`config.mk`:
```
export PLATFORM = sky130hd
export DESIGN_NAME = round_robin_task_slot_scheduler_core
export DESIGN_NICKNAME = d
export VERILOG_FILES = /design/src/design/rrts_pkg.sv /design/src/design/round_robin_task_slot_scheduler_core.sv
export VERILOG_INCLUDE_DIRS = /design/src /design/src/design
export SDC_FILE = /design/constraint.sdc
export NUM_CORES = 1
export LEC_CHECK = 0
export ABC_AREA = 0
export BUFFER_PORTS_ARGS = -buffer_cell sky130_fd_sc_hd__clkbuf_2
export CELL_PAD_IN_SITES_DETAIL_PLACEMENT = 0
export CELL_PAD_IN_SITES_GLOBAL_PLACEMENT = 1
export CORE_MARGIN = 1.5
export CORE_UTILIZATION = 35
export DETAILED_ROUTE_END_ITERATION = 16
export GPL_TIMING_DRIVEN = 0
export PLACE_DENSITY_LB_ADDON = 0.1
export REMOVE_ABC_BUFFERS = 1
export SYNTH_ARGS = -nofsm -noshare
export SYNTH_HDL_FRONTEND = slang
export SYNTH_SLANG_ARGS = --single-unit
```
`constraint.sdc`:
```
create_clock -name clk_i -period 9.6 [get_ports clk_i]
set_input_delay 0.96 -clock clk_i [delete_from_list [all_inputs] [get_ports clk_i]]
set_output_delay 0.96 -clock clk_i [all_outputs]
set_load 0.02 [all_outputs]
```
`src/design/assert_macros.svh`:
```
// ---------------------------------------------------------------------------
// Assertion macros
// Shared concurrent assertion wrappers for the scheduler RTL.
// ---------------------------------------------------------------------------
`ifndef ASSERT_MACROS_SVH
`define ASSERT_MACROS_SVH

// Checked at every rising edge once reset is released.
`define RRTS_ASSERT(name, clk, rst_n, prop) \
  name: assert property (@(posedge clk) disable iff (!rst_n) prop) \
    else $error("scheduler assertion failed");

// Checked at every rising edge, reset included.
`define RRTS_ASSERT_ALWAYS(name, clk, prop) \
  name: assert property (@(posedge clk) prop) \
    else $error("scheduler assertion failed");

`endif

```
`src/design/rrts_pkg.sv`:
```
// ---------------------------------------------------------------------------
// rrts_pkg
// Types and constants of the round-robin task slot scheduler.
// ---------------------------------------------------------------------------
package rrts_pkg;

  localparam int unsigned DefTaskSlots  = 8;
  localparam logic [31:0] StackTopReset = 32'h2001_C000;
  localparam logic [16:0] StackGap      = 17'd64;
  localparam logic [31:0] FrameBytes    = 32'd32;

  typedef enum logic [1:0] {
    REQ_CREATE = 2'd0,
    REQ_START  = 2'd1,
    REQ_YIELD  = 2'd2,
    REQ_EXIT   = 2'd3
  } req_e;

  typedef enum logic [2:0] {
    STS_OK         = 3'd0,
    STS_NO_FREE    = 3'd1,
    STS_NO_OTHER   = 3'd2,
    STS_NO_CURRENT = 3'd3,
    STS_NONE_READY = 3'd4
  } status_e;

  typedef enum logic [1:0] {
    SLOT_FREE    = 2'd0,
    SLOT_READY   = 2'd1,
    SLOT_RUNNING = 2'd2
  } slot_state_e;

  typedef struct packed {
    logic [1:0]  req_type;
    logic [15:0] stack_bytes;
  } rrts_in_t;

  typedef struct packed {
    logic [2:0]  status;
    logic [31:0] task_id;
    logic [2:0]  new_slot;
    logic [2:0]  old_slot;
    logic        old_valid;
    logic [31:0] stack_pointer;
    logic [31:0] base_addr;
  } rrts_out_t;

  typedef struct packed {
    logic [31:0] task_id;
    logic [31:0] stack_pointer;
  } slot_entry_t;

endpackage

```
`src/design/round_robin_task_slot_scheduler_core.sv`:
```
// ---------------------------------------------------------------------------
// round_robin_task_slot_scheduler_core
// Task slot table with create, start, yield and exit requests.
// ---------------------------------------------------------------------------
// Each request produces exactly one result. A create request goes through the
// slot scan, stack offset multiply, stack address add and table write, and
// result load into the output register; start, yield and exit go through the
// slot scan with a table read and the result load. The next request is
// accepted after the load. The slot scan uses find-first over the per-slot
// state flip-flops, twice for the round-robin pick of yield and exit; task ids
// and stack pointers live in a synchronous single-port-per-direction memory.
// A new request is accepted as soon as the previous result sits in the output
// register, even if that result is still stalled; a result waiting behind a
// stalled one holds the input off. No clearing pass is needed after reset.
module round_robin_task_slot_scheduler_core
  import rrts_pkg::*;
#(
  parameter int unsigned TASK_SLOTS = DefTaskSlots
) (
  input  logic        clk_i,
  input  logic        rst_ni,
  input  logic        cfg_we_i,
  input  logic [31:0] cfg_wdata_i,
  input  logic        in_valid_i,
  output logic        in_stall_o,
  input  rrts_in_t    in_req_i,
  output logic        out_valid_o,
  input  logic        out_stall_i,
  output rrts_out_t   out_res_o
);

  `include "assert_macros.svh"

  localparam int unsigned SlotW = (TASK_SLOTS > 1) ? $clog2(TASK_SLOTS) : 1;
  localparam int unsigned ProdW = SlotW + 17;

  typedef enum logic [4:0] {
    S_IDLE = 5'b00001,
    S_SCAN = 5'b00010,
    S_MUL  = 5'b00100,
    S_CALC = 5'b01000,
    S_DONE = 5'b10000
  } fsm_e;

  function automatic logic [SlotW-1:0] find_first(input logic [TASK_SLOTS-1:0] vec);
    logic [TASK_SLOTS-1:0] lowest;
    logic [SlotW-1:0]      idx;
    lowest = vec & (~vec + TASK_SLOTS'(1));
    idx = '0;
    for (int i = 0; i < TASK_SLOTS; i++) begin
      if (lowest[i]) begin
        idx = idx | SlotW'(i);
      end
    end
    return idx;
  endfunction

  fsm_e                  state_q, state_d;
  logic [31:0]           stack_top_q;
  slot_state_e           slot_state_q [TASK_SLOTS];
  logic [SlotW-1:0]      cur_q, cur_d;
  logic                  cur_valid_q, cur_valid_d;
  logic [31:0]           next_id_q, next_id_d;
  req_e                  req_q;
  logic [15:0]           size_q;
  logic [SlotW-1:0]      slot_q;
  logic [ProdW-1:0]      prod_q;
  rrts_out_t             res_q;
  logic                  from_mem_q;
  rrts_out_t             out_res_q;
  logic                  out_valid_q, out_valid_d;
  rrts_out_t             load_res;

  slot_entry_t           slot_mem_q [TASK_SLOTS];
  slot_entry_t           rdata_q;

  logic [TASK_SLOTS-1:0] free_vec, ready_vec, running_vec, above_vec, ready_hi;
  logic [SlotW-1:0]      rr_slot;
  logic                  rr_found;

  // Decisions of the scan cycle.
  rrts_out_t             scan_res;
  logic [SlotW-1:0]      scan_slot;
  logic                  scan_rd, scan_create;
  logic                  upd0_en, upd1_en;
  logic [SlotW-1:0]      upd0_idx, upd1_idx;
  slot_state_e           upd0_val, upd1_val;

  logic [31:0]           calc_base, calc_sp;
  logic                  out_load;

  always_comb begin
    for (int i = 0; i < TASK_SLOTS; i++) begin
      free_vec[i]    = (slot_state_q[i] == SLOT_FREE);
      ready_vec[i]   = (slot_state_q[i] == SLOT_READY);
      running_vec[i] = (slot_state_q[i] == SLOT_RUNNING);
      above_vec[i]   = (i > int'(cur_q));
    end
  end

  // The running slot is never ready, so the ready set already excludes it.
  // Slots above the current one are searched first, then wrap to the bottom.
  assign ready_hi = ready_vec & above_vec;
  assign rr_found = |ready_vec;
  assign rr_slot  = (|ready_hi) ? find_first(ready_hi) : find_first(ready_vec);

  always_comb begin
    scan_res    = '0;
    scan_slot   = '0;
    scan_rd     = 1'b0;
    scan_create = 1'b0;
    upd0_en     = 1'b0;
    upd0_idx    = '0;
    upd0_val    = SLOT_FREE;
    upd1_en     = 1'b0;
    upd1_idx    = '0;
    upd1_val    = SLOT_FREE;
    cur_d       = cur_q;
    cur_valid_d = cur_valid_q;
    next_id_d   = next_id_q;
    unique case (req_q)
      REQ_CREATE: begin
        if (|free_vec) begin
          scan_create       = 1'b1;
          scan_slot         = find_first(free_vec);
          scan_res.status   = STS_OK;
          scan_res.task_id  = next_id_q;
          scan_res.new_slot = 3'(scan_slot);
          next_id_d         = next_id_q + 32'd1;
          upd0_en           = 1'b1;
          upd0_idx          = scan_slot;
          upd0_val          = SLOT_READY;
        end else begin
          scan_res.status = STS_NO_FREE;
        end
      end
      REQ_START: begin
        if (cur_valid_q) begin
          scan_slot         = cur_q;
          scan_rd           = 1'b1;
          scan_res.status   = STS_OK;
          scan_res.new_slot = 3'(cur_q);
        end else if (|ready_vec) begin
          scan_slot         = find_first(ready_vec);
          scan_rd           = 1'b1;
          scan_res.status   = STS_OK;
          scan_res.new_slot = 3'(scan_slot);
          cur_d             = scan_slot;
          cur_valid_d       = 1'b1;
          upd0_en           = 1'b1;
          upd0_idx          = scan_slot;
          upd0_val          = SLOT_RUNNING;
        end else begin
          scan_res.status = STS_NONE_READY;
        end
      end
      REQ_YIELD: begin
        if (!cur_valid_q) begin
          scan_res.status = STS_NO_CURRENT;
        end else if (!rr_found) begin
          scan_res.status = STS_NO_OTHER;
        end else begin
          scan_slot          = rr_slot;
          scan_rd            = 1'b1;
          scan_res.status    = STS_OK;
          scan_res.new_slot  = 3'(rr_slot);
          scan_res.old_slot  = 3'(cur_q);
          scan_res.old_valid = 1'b1;
          cur_d              = rr_slot;
          upd0_en            = 1'b1;
          upd0_idx           = cur_q;
          upd0_val           = SLOT_READY;
          upd1_en            = 1'b1;
          upd1_idx           = rr_slot;
          upd1_val           = SLOT_RUNNING;
        end
      end
      REQ_EXIT: begin
        if (!cur_valid_q) begin
          scan_res.status = STS_NO_CURRENT;
        end else begin
          upd0_en  = 1'b1;
          upd0_idx = cur_q;
          upd0_val = SLOT_FREE;
          if (rr_found) begin
            scan_slot         = rr_slot;
            scan_rd           = 1'b1;
            scan_res.status   = STS_OK;
            scan_res.new_slot = 3'(rr_slot);
            cur_d             = rr_slot;
            upd1_en           = 1'b1;
            upd1_idx          = rr_slot;
            upd1_val          = SLOT_RUNNING;
          end else begin
            scan_res.status = STS_NONE_READY;
            cur_valid_d     = 1'b0;
          end
        end
      end
      default: begin
        scan_res.status = STS_NO_CURRENT;
      end
    endcase
  end

  assign calc_base = stack_top_q - 32'(prod_q);
  assign calc_sp   = calc_base + 32'(size_q) - FrameBytes;

  assign out_load = (state_q == S_DONE) && (!out_valid_q || !out_stall_i);

  // Results of start, yield and exit take the id and stack pointer from the table.
  always_comb begin
    load_res = res_q;
    if (from_mem_q) begin
      load_res.task_id       = rdata_q.task_id;
      load_res.stack_pointer = rdata_q.stack_pointer;
    end
  end

  always_comb begin
    state_d = state_q;
    unique case (state_q)
      S_IDLE: if (in_valid_i) state_d = S_SCAN;
      S_SCAN: state_d = scan_create ? S_MUL : S_DONE;
      S_MUL:  state_d = S_CALC;
      S_CALC: state_d = S_DONE;
      S_DONE: if (out_load) state_d = S_IDLE;
      default: state_d = S_IDLE;
    endcase
  end

  always_comb begin
    out_valid_d = out_valid_q;
    if (out_load) begin
      out_valid_d = 1'b1;
    end else if (!out_stall_i) begin
      out_valid_d = 1'b0;
    end
  end

  always_ff @(posedge clk_i or negedge rst_ni) begin
    if (!rst_ni) begin
      state_q     <= S_IDLE;
      stack_top_q <= StackTopReset;
      cur_q       <= '0;
      cur_valid_q <= 1'b0;
      next_id_q   <= 32'd1;
      out_valid_q <= 1'b0;
      for (int i = 0; i < TASK_SLOTS; i++) begin
        slot_state_q[i] <= SLOT_FREE;
      end
    end else begin
      state_q     <= state_d;
      out_valid_q <= out_valid_d;
      if (cfg_we_i) begin
        stack_top_q <= cfg_wdata_i;
      end
      if (state_q == S_SCAN) begin
        cur_q       <= cur_d;
        cur_valid_q <= cur_valid_d;
        next_id_q   <= next_id_d;
        for (int i = 0; i < TASK_SLOTS; i++) begin
          if (upd1_en && (upd1_idx == SlotW'(i))) begin
            slot_state_q[i] <= upd1_val;
          end else if (upd0_en && (upd0_idx == SlotW'(i))) begin
            slot_state_q[i] <= upd0_val;
          end
        end
      end
    end
  end

  // Request payload and result assembly.
  always_ff @(posedge clk_i) begin
    if ((state_q == S_IDLE) && in_valid_i) begin
      req_q  <= req_e'(in_req_i.req_type);
      size_q <= in_req_i.stack_bytes;
    end
    if (state_q == S_SCAN) begin
      res_q      <= scan_res;
      slot_q     <= scan_slot;
      from_mem_q <= scan_rd;
    end
    if (state_q == S_MUL) begin
      prod_q <= ProdW'(slot_q) * ProdW'({1'b0, size_q} + StackGap);
    end
    if (state_q == S_CALC) begin
      res_q.stack_pointer <= calc_sp;
      res_q.base_addr     <= calc_base;
    end
    if (out_load) begin
      out_res_q <= load_res;
    end
  end

  // Slot table memory: written once per successful create, read in the scan cycle.
  always_ff @(posedge clk_i) begin
    if (state_q == S_CALC) begin
      slot_mem_q[slot_q] <= '{task_id: res_q.task_id, stack_pointer: calc_sp};
    end
    if ((state_q == S_SCAN) && scan_rd) begin
      rdata_q <= slot_mem_q[scan_slot];
    end
  end

  assign in_stall_o  = (state_q != S_IDLE);
  assign out_valid_o = out_valid_q;
  assign out_res_o   = out_res_q;

  `RRTS_ASSERT(a_single_running, clk_i, rst_ni, $onehot0(running_vec))
  `RRTS_ASSERT(a_current_is_running, clk_i, rst_ni, cur_valid_q |-> running_vec[cur_q])
  `RRTS_ASSERT(a_idle_none_running, clk_i, rst_ni, !cur_valid_q |-> (running_vec == '0))

endmodule

```
After elaboration in Yosys (flattened, before gate mapping)
Memories as Yosys holds them, arrays and structs flattened. A register that Yosys moved wholly into a read port is not among the register bits.
Index checks and enable logic that the tools add are counted.

storage, ports and cells
  flip-flop bits (word level) = 344
  bits in writable memories = 512
  bits of input ports = 55
  output and inout bits = 108
  word-level logic and storage cells = 255
  memories = 1

memory list
  name        words  bits a word  read ports  clocked after Yosys merged registers in  wr ports  line                                        source
  slot_mem_q  8      64           1           1                                        1         round_robin_task_slot_scheduler_core.sv:74  slot_entry_t slot_mem_q [TASK_SLOTS];

cells by class
  $add $sub $neg = 8
  $mul = 1
  $lt $le $gt $ge = 7
  eq/ne operators = 38
  multiplexer cells = 97
  bitwise operators = 7
  reduce and logical (&&, ||, !) cells = 63

operators by type and width
  cell                   count
  $mux 64                2
  $mux 3                 32
  $mux 32                2
  $mux 2                 27
  $pmux 3 s4             3
  $add 32x1->32 const B  1
  $add 32x16->32         1
  $and 8x8->8            4
  $sub 32x20->32         1
  $sub 32x6->32 const B  1
  $pmux 5 s5             1
  $add 8x1->8 const B    3
  $eq 3x3->1 const B     8
  $not 8->8              3
  $reduce_and 2->1       12
  $reduce_or 8->1        3
  $reduce_bool 2->1      11
  $mul 3x17->20          1
  $logic_and 1x1->1      19
  $mux 1                 19
  $eq 2x1->1 const B     9
  $logic_not 2->1        9
  $add 16x7->17 const B  1
  $mux 5                 3
  other kinds (26)       45

Longest topological paths before layout
Gate-level depths: netlist of run 1.

  depth in word-level cells = 20
  mapped depth = 23
  depth with buffers taken out = 23

Least setup slack after synthesis of run 1
No wires, ideal clock.

  path type = register to register
  from = register state_q[1]
  to = memory slot_mem_q[1][0] (netlist bit) (enable)
  data arrival time = 7.471 ns
  data required time = 8.934 ns
  setup slack = 1.462 ns
  stages on the path, launching flop included = 5
  buffers on the path = 1
  clock period less this slack = 8.138 ns
  cells stage by stage = dfrtp_1 nor2_1 nand3_1 clkbuf_1 nor4b_1

on the way
  longest elaborated chain between the ends = 3

ends and longest elaborated chain
  what                          line                                         source
  from (decl)                   round_robin_task_slot_scheduler_core.sv:58   fsm_e state_q, state_d;
  from (signal assigned)        round_robin_task_slot_scheduler_core.sv:253  state_q <= state_d;
  $eq 5x4->1                    round_robin_task_slot_scheduler_core.sv:298  if (state_q == S_CALC) begin
  $mux 1                        round_robin_task_slot_scheduler_core.sv:298
  $mux 1 (not written as such)  round_robin_task_slot_scheduler_core.sv:299  slot_mem_q[slot_q] <= '{task_id: res_q.task_id, stack_pointer: calc_sp};
  to (decl)                     round_robin_task_slot_scheduler_core.sv:74

No other way between the ends.

Worst setup path in the final report of run 1
  from = register stack_top_q[0]
  to = memory slot_mem_q[7][30] (netlist bit), data pin

on the way
  longest elaborated chain between the ends = 3

ends and longest elaborated chain
  what                    line                                         source
  from (decl)             round_robin_task_slot_scheduler_core.sv:59   logic [31:0] stack_top_q;
  from (signal assigned)  round_robin_task_slot_scheduler_core.sv:244  stack_top_q <= StackTopReset;
  from (signal assigned)  round_robin_task_slot_scheduler_core.sv:256  stack_top_q <= cfg_wdata_i;
  $sub 32x20->32          round_robin_task_slot_scheduler_core.sv:206  assign calc_base = stack_top_q - 32'(prod_q);
  $add 32x16->32          round_robin_task_slot_scheduler_core.sv:207  assign calc_sp = calc_base + 32'(size_q) - FrameBytes;
  $sub 32x6->32           round_robin_task_slot_scheduler_core.sv:207
  via calc_sp[30]         round_robin_task_slot_scheduler_core.sv:89   logic [31:0] calc_base, calc_sp;

The timed path passes the listed nets, and every way through them passes these cells.

==> flow_summary.toml, run 1 <==
[die]
dieArea_um2 = 117000
std_cell_rows = 124
start_util = 0.352
core_um2 = 114000
dieWidth_um = 342
io_pins = 163
die_h_um = 342

[clock_network]
cts_root_buf = "clkbuf_16"
clock_sinks = 920
cts_buffers = 102
post_cts_resized = 0
clk_pin_slew_worst_paths_ps = 60
worstSkewPairLatency_ps = 680
ctsHoldBuffers = 0
cts-htree-levels = 3
cts_tree = "yes"
cts_setup_buffers = 0
clockBufferDepth = 3

[sta]
period_needed_ps = 6410
worst_slack_ps = 3190
setup_viol = 0
final.period_utilization = 0.667
tightest_slew_ps = 1260
slew_headroom = 0.155
slew_viol_final = 0
fin_skew_ps = 32.4
fmax_mhz = 156
hold_viol_final = 0
rsz0062_at_grt = "false"
holdWs_ps = 217

[critical_path]
path_class = "reg2reg"
cp_data_required_time_ps = 9980
r2r_slack_ps = 3190
cp-start-kind = "register"
r2r_end = "slot_mem_q[7][30]"
worstPathMaxFanout = 8
regToRegStartpoint = "stack_top_q[0]"
cp.arrival_ps = 6790
endpoint_kind = "register"
reg2regPathDepth = 23

[layout]
nNetsFinal = 3274
final_layout_size_suffix_gt1_frac = 0.221
layout_commonest_cell = "edfxtp_1"
fillers = 10500
layout_common_cells = "830 x edfxtp_1, 266 x nand2_1, 224 x mux2_2"
final_cell_area_um2 = 47400
syn2layout_area_growth_pct = 18.0
antennaDiodeCount = 0

[global_route]
gr-usage-all-layers = 0.174
grt_antenna_before_repair = 2
grt_max_degree = 76
grt_pass1_vias = 24600
grt_pass1_wl_um = 154000
grt_overflow_total = 0

[detailed_routing]
wl_um = 102000
via_per_inst = 5.11
wl_per_cell_um = 21.6
first_pass_iters = 6
drc = 0
antenna_left = 0
drtIter0Drc = 1573
vias = 24100

[pwr]
peakVddDrop_mv = 0.180
power_density_nw_per_um2 = 267
p_leak_nw = 17.1

[yosys]
netlist_instances = 2872
ys_types = 88
avgSynthCellArea_um2 = 14.0
synthTopCellsByArea = "edfxtp_1 62%, mux2_2 6.3%, dfrtp_1 5.2%, ha_1 2.6%, nand2_1 2.5%"
yosysSeqAreaShare = 0.677
synth_edf_count = 830
synth_top_flop_cell = "edfxtp_1"
ys_warn_count = 0
synth_top_cell_area_share = 0.621
syn_area_um2 = 40200
synth_seq_cells = 920
yosysTopAreaCell = "edfxtp_1"
synthArstFlopShare = 0.0978

[place]
place.gp.congestion = 0.815
portBuffers = 162
pre_cts_slack_ps = 3110
placed_cell_area_um2 = 44000
hpwlAfterDp_um = 68400

[run]
maxCapViolCount = 0

[outcome]
outcome = "completed"

[min_path]
hp-class = "in2async"
power by group:
group / switching [mW] / internal [mW]
registers: 0.183 / 5.09
logic: 2.18 / 1.30
clock network: 1.61 / 2.27
total: 3.98 / 8.67
worst max path at each step:
stage / startpoint / endpoint / slack, ps
finish: stack_top_q[0] / slot_mem_q[7][30] / 3190
global route: stack_top_q[0] / slot_mem_q[7][30] / 2490
CTS: stack_top_q[0] / slot_mem_q[7][30] / 3060
detailed placement: stack_top_q[0] / slot_mem_q[7][30] / 3110
global placement: slot_state_q[4] / rdata_q[23] / -16230
floorplan: slot_state_q[4] / rdata_q[0] / -680
worst max-delay path, stage by stage, from the launching register on:
cell and delay, ps:
dfrtp_1 350, inv_1 80, ha_1 170, inv_1 60
fa_1 430, a211oi_1 330, o21ai_1 300, nor3_1 290
nor2_1 100, xnor2_1 320, ha_1 210, inv_1 40
ha_1 310, a21oi_1 230, nor2_1 80, a211oi_1 170
o31ai_1 180, o21ai_0 450, o21bai_1 160, a211oi_1 500
o41ai_4 180, a2111oi_1 490, nor3_1 140, nor2_1 530
stage by stage:
stage	cells	setup TNS [ps]	power [mW]	util
final	4718	0	12.6	0.415
after global routing	4718	0	13.3	0.415
after CTS	4718	0	12.8	0.415
after detailed placement	4525	0	8.90	0.386
after global placement	4413	-4106970	8.75	0.371
after floorplan	2739	-43400	7.88	-
layout make-up:
cell class,count,area (µm²),area share
well taps,1512,1890,0.0399
repair buffers,274,2360,0.0498
clock inverters,55,559,0.0118
inverters,141,537,0.0113
multi-input cells,1678,12000,0.254
clock buffers,138,2800,0.0591
flip-flops and latches,920,27200,0.574
state kept, by name, indices dropped and copies added (netlist names), 2 cells and up:
register / cells
cur_q: 3
load_res: 42
next_id_q: 32
out_res_o: 106
prod_q: 20
rdata_q: 64
req_q: 2
res_q: 64
size_q: 16
slot_mem_q: 512
slot_q: 3
slot_state_q: 16
stack_top_q: 32
state_q: 5
cell usage after synthesis, types with 5 or more instances:
cell type	n
nand3_1	29
a21o_1	24
ha_1	84
nor3b_1	7
nor3_1	34
o221ai_1	6
a31oi_1	10
o22ai_1	71
nand2b_1	14
o21bai_1	7
o211ai_1	8
inv_1	138
a21oi_1	188
o22a_1	5
a211oi_1	13
dfrtp_1	84
nor2b_1	16
or4_1	6
xnor2_1	78
o31ai_1	5
fa_1	18
a311oi_1	65
or3_1	7
o32ai_1	5
mux2_2	224
edfxtp_1	830
nor2_1	123
nor4_1	7
dfstp_2	6
o21ai_0	45
buf_1	15
nand4_1	26
a21boi_0	5
xor2_1	27
and3_1	77
a211o_1	5
clkbuf_1	113
o21a_1	12
and2_1	80
o21ai_1	8
nand2_1	267
cells by family (layout without fill, tap and decap cells):
group	after synthesis	count (layout)	share of synthesized area
AO/OA/AOI/OAI	523	523	0.0867
flip-flops	920	920	0.677
multiplexers	229	229	0.0641
AND/OR/NAND/NOR	714	714	0.0865
XOR/XNOR	108	108	0.0241
buffers and inverters	274	608	0.0258
adder cells (fa/ha/maj)	104	104	0.0356
per-layer routing:
| metal | GRT usage | share of wire | vias to the layer above |
|---|---|---|---|
| li1 | - | - | 11300 |
| met1 | 0.242 | 0.47 | 12200 |
| met2 | 0.284 | 0.47 | 446 |
| met3 | 0.0250 | 0.037 | 124 |
| met4 | 0.0451 | 0.018 | 0 |
| met5 | 0 | 0 | - |
(Power assumes the default switching activity.)
==> inputs of run 2 (changes only) <==
clock period = 6.46 ns   (was 9.6 ns; I/O delays follow)
==> flow_summary.toml, run 2 (synthesis gave the netlist of run 1 again) <==
[min_path]
hp-class = "in2reg"

[clock_network]
clockBufferDepth = 3
cts_root_buf = "clkbuf_16"
worstSkewPairLatency_ps = 680
cts_buffers = 102
clk_pin_slew_worst_paths_ps = 70
cts_tree = "yes"
cts-htree-levels = 3
clock_sinks = 920

[critical_path]
endpoint_kind = "register"
r2r_slack_ps = 540
cp-start-kind = "register"
worstPathMaxFanout = 8
cp.arrival_ps = 6340
path_class = "reg2reg"
cp_data_required_time_ps = 6880

[layout]
layout_common_cells = "830 x edfxtp_1, 266 x nand2_1, 224 x mux2_2"
largest_reg_flops = 512
regMostFlops = "slot_mem_q"
nNetsFinal = 3277
antennaDiodeCount = 0
layout_commonest_cell = "edfxtp_1"
final_cells = 4721
multiInputGateArea_um2 = 12100
fillers = 10500
syn2layout_area_growth_pct = 18.2
ff_latch_area_um2 = 27200
final_layout_size_suffix_gt1_frac = 0.224

[die]
dieWidth_um = 342
start_util = 0.352
std_cell_rows = 124
core_um2 = 114000
die_h_um = 342
dieArea_um2 = 117000
io_pins = 163

[place]
hpwlAfterDp_um = 68400
place.gp.congestion = 0.815
dp.cells = 4525
portBuffers = 162

[pwr]
p_leak_nw = 17.1
peakVddDrop_mv = 0.267
power_mw = 18.8
power_density_nw_per_um2 = 397

[detailed_routing]
antenna_left = 0
vias = 24100
drtIter0Drc = 1651
wl_um = 102000
wl_per_cell_um = 21.6
via_per_inst = 5.11
first_pass_iters = 5
drc = 0

[run]
maxCapViolCount = 0

[sta]
fmax_mhz = 169
slew_viol_final = 0
tightest_slew_ps = 1330
hold_viol_final = 0
fin_skew_ps = 32.0
slew_headroom = 0.107
final.period_utilization = 0.916
period_needed_ps = 5920
setup_viol = 0
rsz0062_at_grt = "false"
finalSetupTns_ps = 0

[global_route]
gr-usage-all-layers = 0.174
grt_antenna_before_repair = 2
grt_pass1_vias = 24600
grt_pass1_wl_um = 154000
grt_max_degree = 76
grt_overflow_total = 0

[outcome]
outcome = "completed"
-- run 2: worst max-delay path, cell delays in order (launching register included) --
cell	delay, ps
dfrtp_1	350
inv_1	80
ha_1	170
inv_1	60
fa_1	430
a211oi_1	330
o21ai_1	300
nor3_1	270
nor2_1	90
xnor2_1	350
ha_1	220
inv_1	40
ha_1	310
a21oi_1	220
nor2_1	70
a211oi_1	210
o31ai_2	150
o21ai_1	320
o21bai_1	160
a211oi_2	350
o41ai_4	180
a2111oi_1	480
o21a_1	260
nor2_2	70
buf_12	150
-- run 2: area by class of cell --
class,instances,share of cell area
inverter,141,0.0113
tap,1512,0.0399
timing repair buffer,277,0.0505
sequential,920,0.573
clock buffer,138,0.0590
multi-input combinational,1678,0.255
clock inverter,55,0.0118
-- run 2: where the power goes --
| group | switching [mW] | internal (mW) |
|---|---|---|
| Sequential | 0.273 | 7.57 |
| Combinational | 3.25 | 1.96 |
| Clock | 2.40 | 3.38 |
-- run 2: per-stage QoR --
step	hold WS, ps	setup slack (ps)	area [µm²]	utilization
after floorplan	350	-3820	39600	-
after global placement	405	-19370	42300	0.371
after detailed placement	405	-27.5	44000	0.386
after CTS	84.7	83.0	47400	0.416
after global routing	106	21.7	47500	0.416
final	140	544	47500	0.416
-- run 2: path summary, 6_finish.rpt --
kind	startpoint	endpoint	cells past startpoint
worst max-delay path	stack_top_q[0]	slot_mem_q[7][30]	24
worst min-delay path	in_req_i[1]	size_q[1]	1
worst max register to register	stack_top_q[0]	slot_mem_q[7][30]	24
worst min register to register	load_res[25]	out_res_o[25]	0
max in group asynchronous	rst_ni	state_q[0]	3
min in group asynchronous	rst_ni	stack_top_q[27]	2
-- run 2: timing repair --
item | in CTS | in global routing
endpoints found under the hold margin | 28 | 0
hold buffers | 1 | 0
gates resized for setup | 1 | 7
buffers inserted | 0 | 2
pin swaps | 0 | 2
setup endpoints to repair | 8 | 54
-- run 2: layer usage --
layer  share of wire  routed length, µm  GRT usage  vias to the layer above
li1                -                  -          -                    11300
met1            0.47              47500      0.242                    12200
met2            0.48              48500      0.284                      441
met3           0.040               4070     0.0250                      117
met4           0.018               1820     0.0451                        0
met5               0                  0          0                        -
==> inputs of run 3 (changes only) <==
CORE_UTILIZATION = 52   (was 35)
==> flow_summary.toml, run 3 (synthesis gave the netlist of run 1 again) <==
[critical_path]
endpoint_kind = "register"
max_stage_delay_ps = 670
slowest_stage = "a2111oi_0"
r2r_end = "slot_mem_q[3][29]"
regToRegStartpoint = "stack_top_q[0]"
cp.arrival_ps = 6420
worstPathMaxFanout = 8
cp-startpoint = "stack_top_q[0]"
cp_data_required_time_ps = 6810
reg2regPathDepth = 22
critical_path.top_delay_family = "compound AO/OA/AOI/OAI gates"
path_buf_inv = 3
path_class = "reg2reg"
r2r_slack_ps = 390
path_cells = "inv_1 -> ha_1 -> inv_1 -> fa_1 -> a211oi_1 -> o21a_1 -> a2111oi_0 -> a211oi_1 -> xnor2_1 -> inv_1 -> ha_1 -> nand2_1 -> nor2_1 -> a221oi_1 -> o21ai_0 -> a31o_2 -> nand4_1 -> nand3_1 -> a211oi_1 -> o31ai_1 -> a211oi_2 -> xnor2_1"
cp-start-kind = "register"

[global_route]
grt_pass1_wl_um = 139000
grt_antenna_before_repair = 0
grt_max_degree = 81
gr-usage-all-layers = 0.231
grt_overflow_total = 0
grt_pass1_vias = 24100

[die]
dieWidth_um = 281
core_um2 = 76200
start_util = 0.527
dieArea_um2 = 78900
die_h_um = 281
io_pins = 163
std_cell_rows = 101

[layout]
syn2layout_area_growth_pct = 15.2
regMostFlops = "slot_mem_q"
layout_commonest_cell = "edfxtp_1"
largest_reg_flops = 512
nNetsFinal = 3256
final_cell_area_um2 = 46300
final_layout_size_suffix_gt1_frac = 0.213
antennaDiodeCount = 0
fin_util = 0.607
layout_common_cells = "830 x edfxtp_1, 266 x nand2_1, 224 x mux2_2"
final_cells = 4209

[detailed_routing]
first_pass_iters = 5
drtIter0Drc = 1819
wl_um = 91100
vias = 24000
drc = 0
antenna_left = 0
via_per_inst = 5.71
wl_per_cell_um = 21.6

[pwr]
p_int_mw = 12.5
peakVddDrop_mv = 0.243
power_frac_seq = 0.434
p_sw_frac = 0.309
power_density_nw_per_um2 = 391
power_mw = 18.1
power_frac_comb = 0.278
clockPowerShare = 0.288
p_switching_mw = 5.58
p_leak_nw = 16.9

[sta]
final.period_utilization = 0.940
fmax_mhz = 165
worst_slack_ps = 389
period_needed_ps = 6070
fin_skew_ps = 25.8
holdWs_ps = 17.7
finalSetupTns_ps = 0
rsz0062_at_grt = "false"
slew_headroom = 0.186
hold_viol_final = 0
setup_viol = 0
slew_viol_final = 0
tightest_slew_ps = 1210

[outcome]
outcome = "completed"

[clock_network]
clk_pin_slew_worst_paths_ps = 60
clockBufferDepth = 3
cts_buffers = 94
cts-htree-levels = 3
clock_sinks = 920
worstSkewPairLatency_ps = 640
cts_tree = "yes"
cts_setup_buffers = 0
cts_root_buf = "clkbuf_16"

[min_path]
hp-class = "in2async"

[run]
maxCapViolCount = 0

[place]
hpwlAfterDp_um = 60800
placed_cell_area_um2 = 43200
pre_cts_slack_ps = 214
dp.cells = 4033
portBuffers = 162
place.gp.congestion = 0.866
run 3: repair_timing:
| item | CTS | global route |
|---|---|---|
| endpoints found under the setup margin | 0 | 44 |
| resized for setup | 0 | 5 |
| hold buffers | 0 | 0 |
run 3: layout make-up:
class                   count  area [µm²]
flip-flops and latches    920       27200
clock inverters            46         383
fillers                  5876       29900
inverters                 141         534
repair buffers            264        2190
multi-input cells        1678       12100
clock buffers             130        2610
well taps                1030        1290
run 3: worst max-delay path by stage:
| stage | endpoint | cells past startpoint |
|---|---|---|
| after floorplan | rdata_q[0] | 10 |
| after global placement | rdata_q[5] | 10 |
| after detailed placement | slot_mem_q[5][30] | 23 |
| after CTS | slot_mem_q[1][30] | 23 |
| after global routing | slot_mem_q[3][29] | 21 |
| final | slot_mem_q[3][29] | 22 |
run 3: power groups by stage:
stage                     combinational (mW)  clock, mW  sequential [mW]
after floorplan                         3.52          0             7.91
after global placement                  4.31          0             7.99
after detailed placement                5.04          0             7.96
after CTS                               5.06       5.31             7.83
after global routing                    5.58       5.55             7.87
final                                   5.03       5.21             7.84
run 3: layer usage:
metal | up-vias | track usage | share of wire
met2 | 548 | 0.383 | 0.49
met5 | - | 0 | 0
met1 | 12100 | 0.326 | 0.45
met4 | 0 | 0.0525 | 0.014
li1 | 11200 | - | -
met3 | 97 | 0.0304 | 0.046
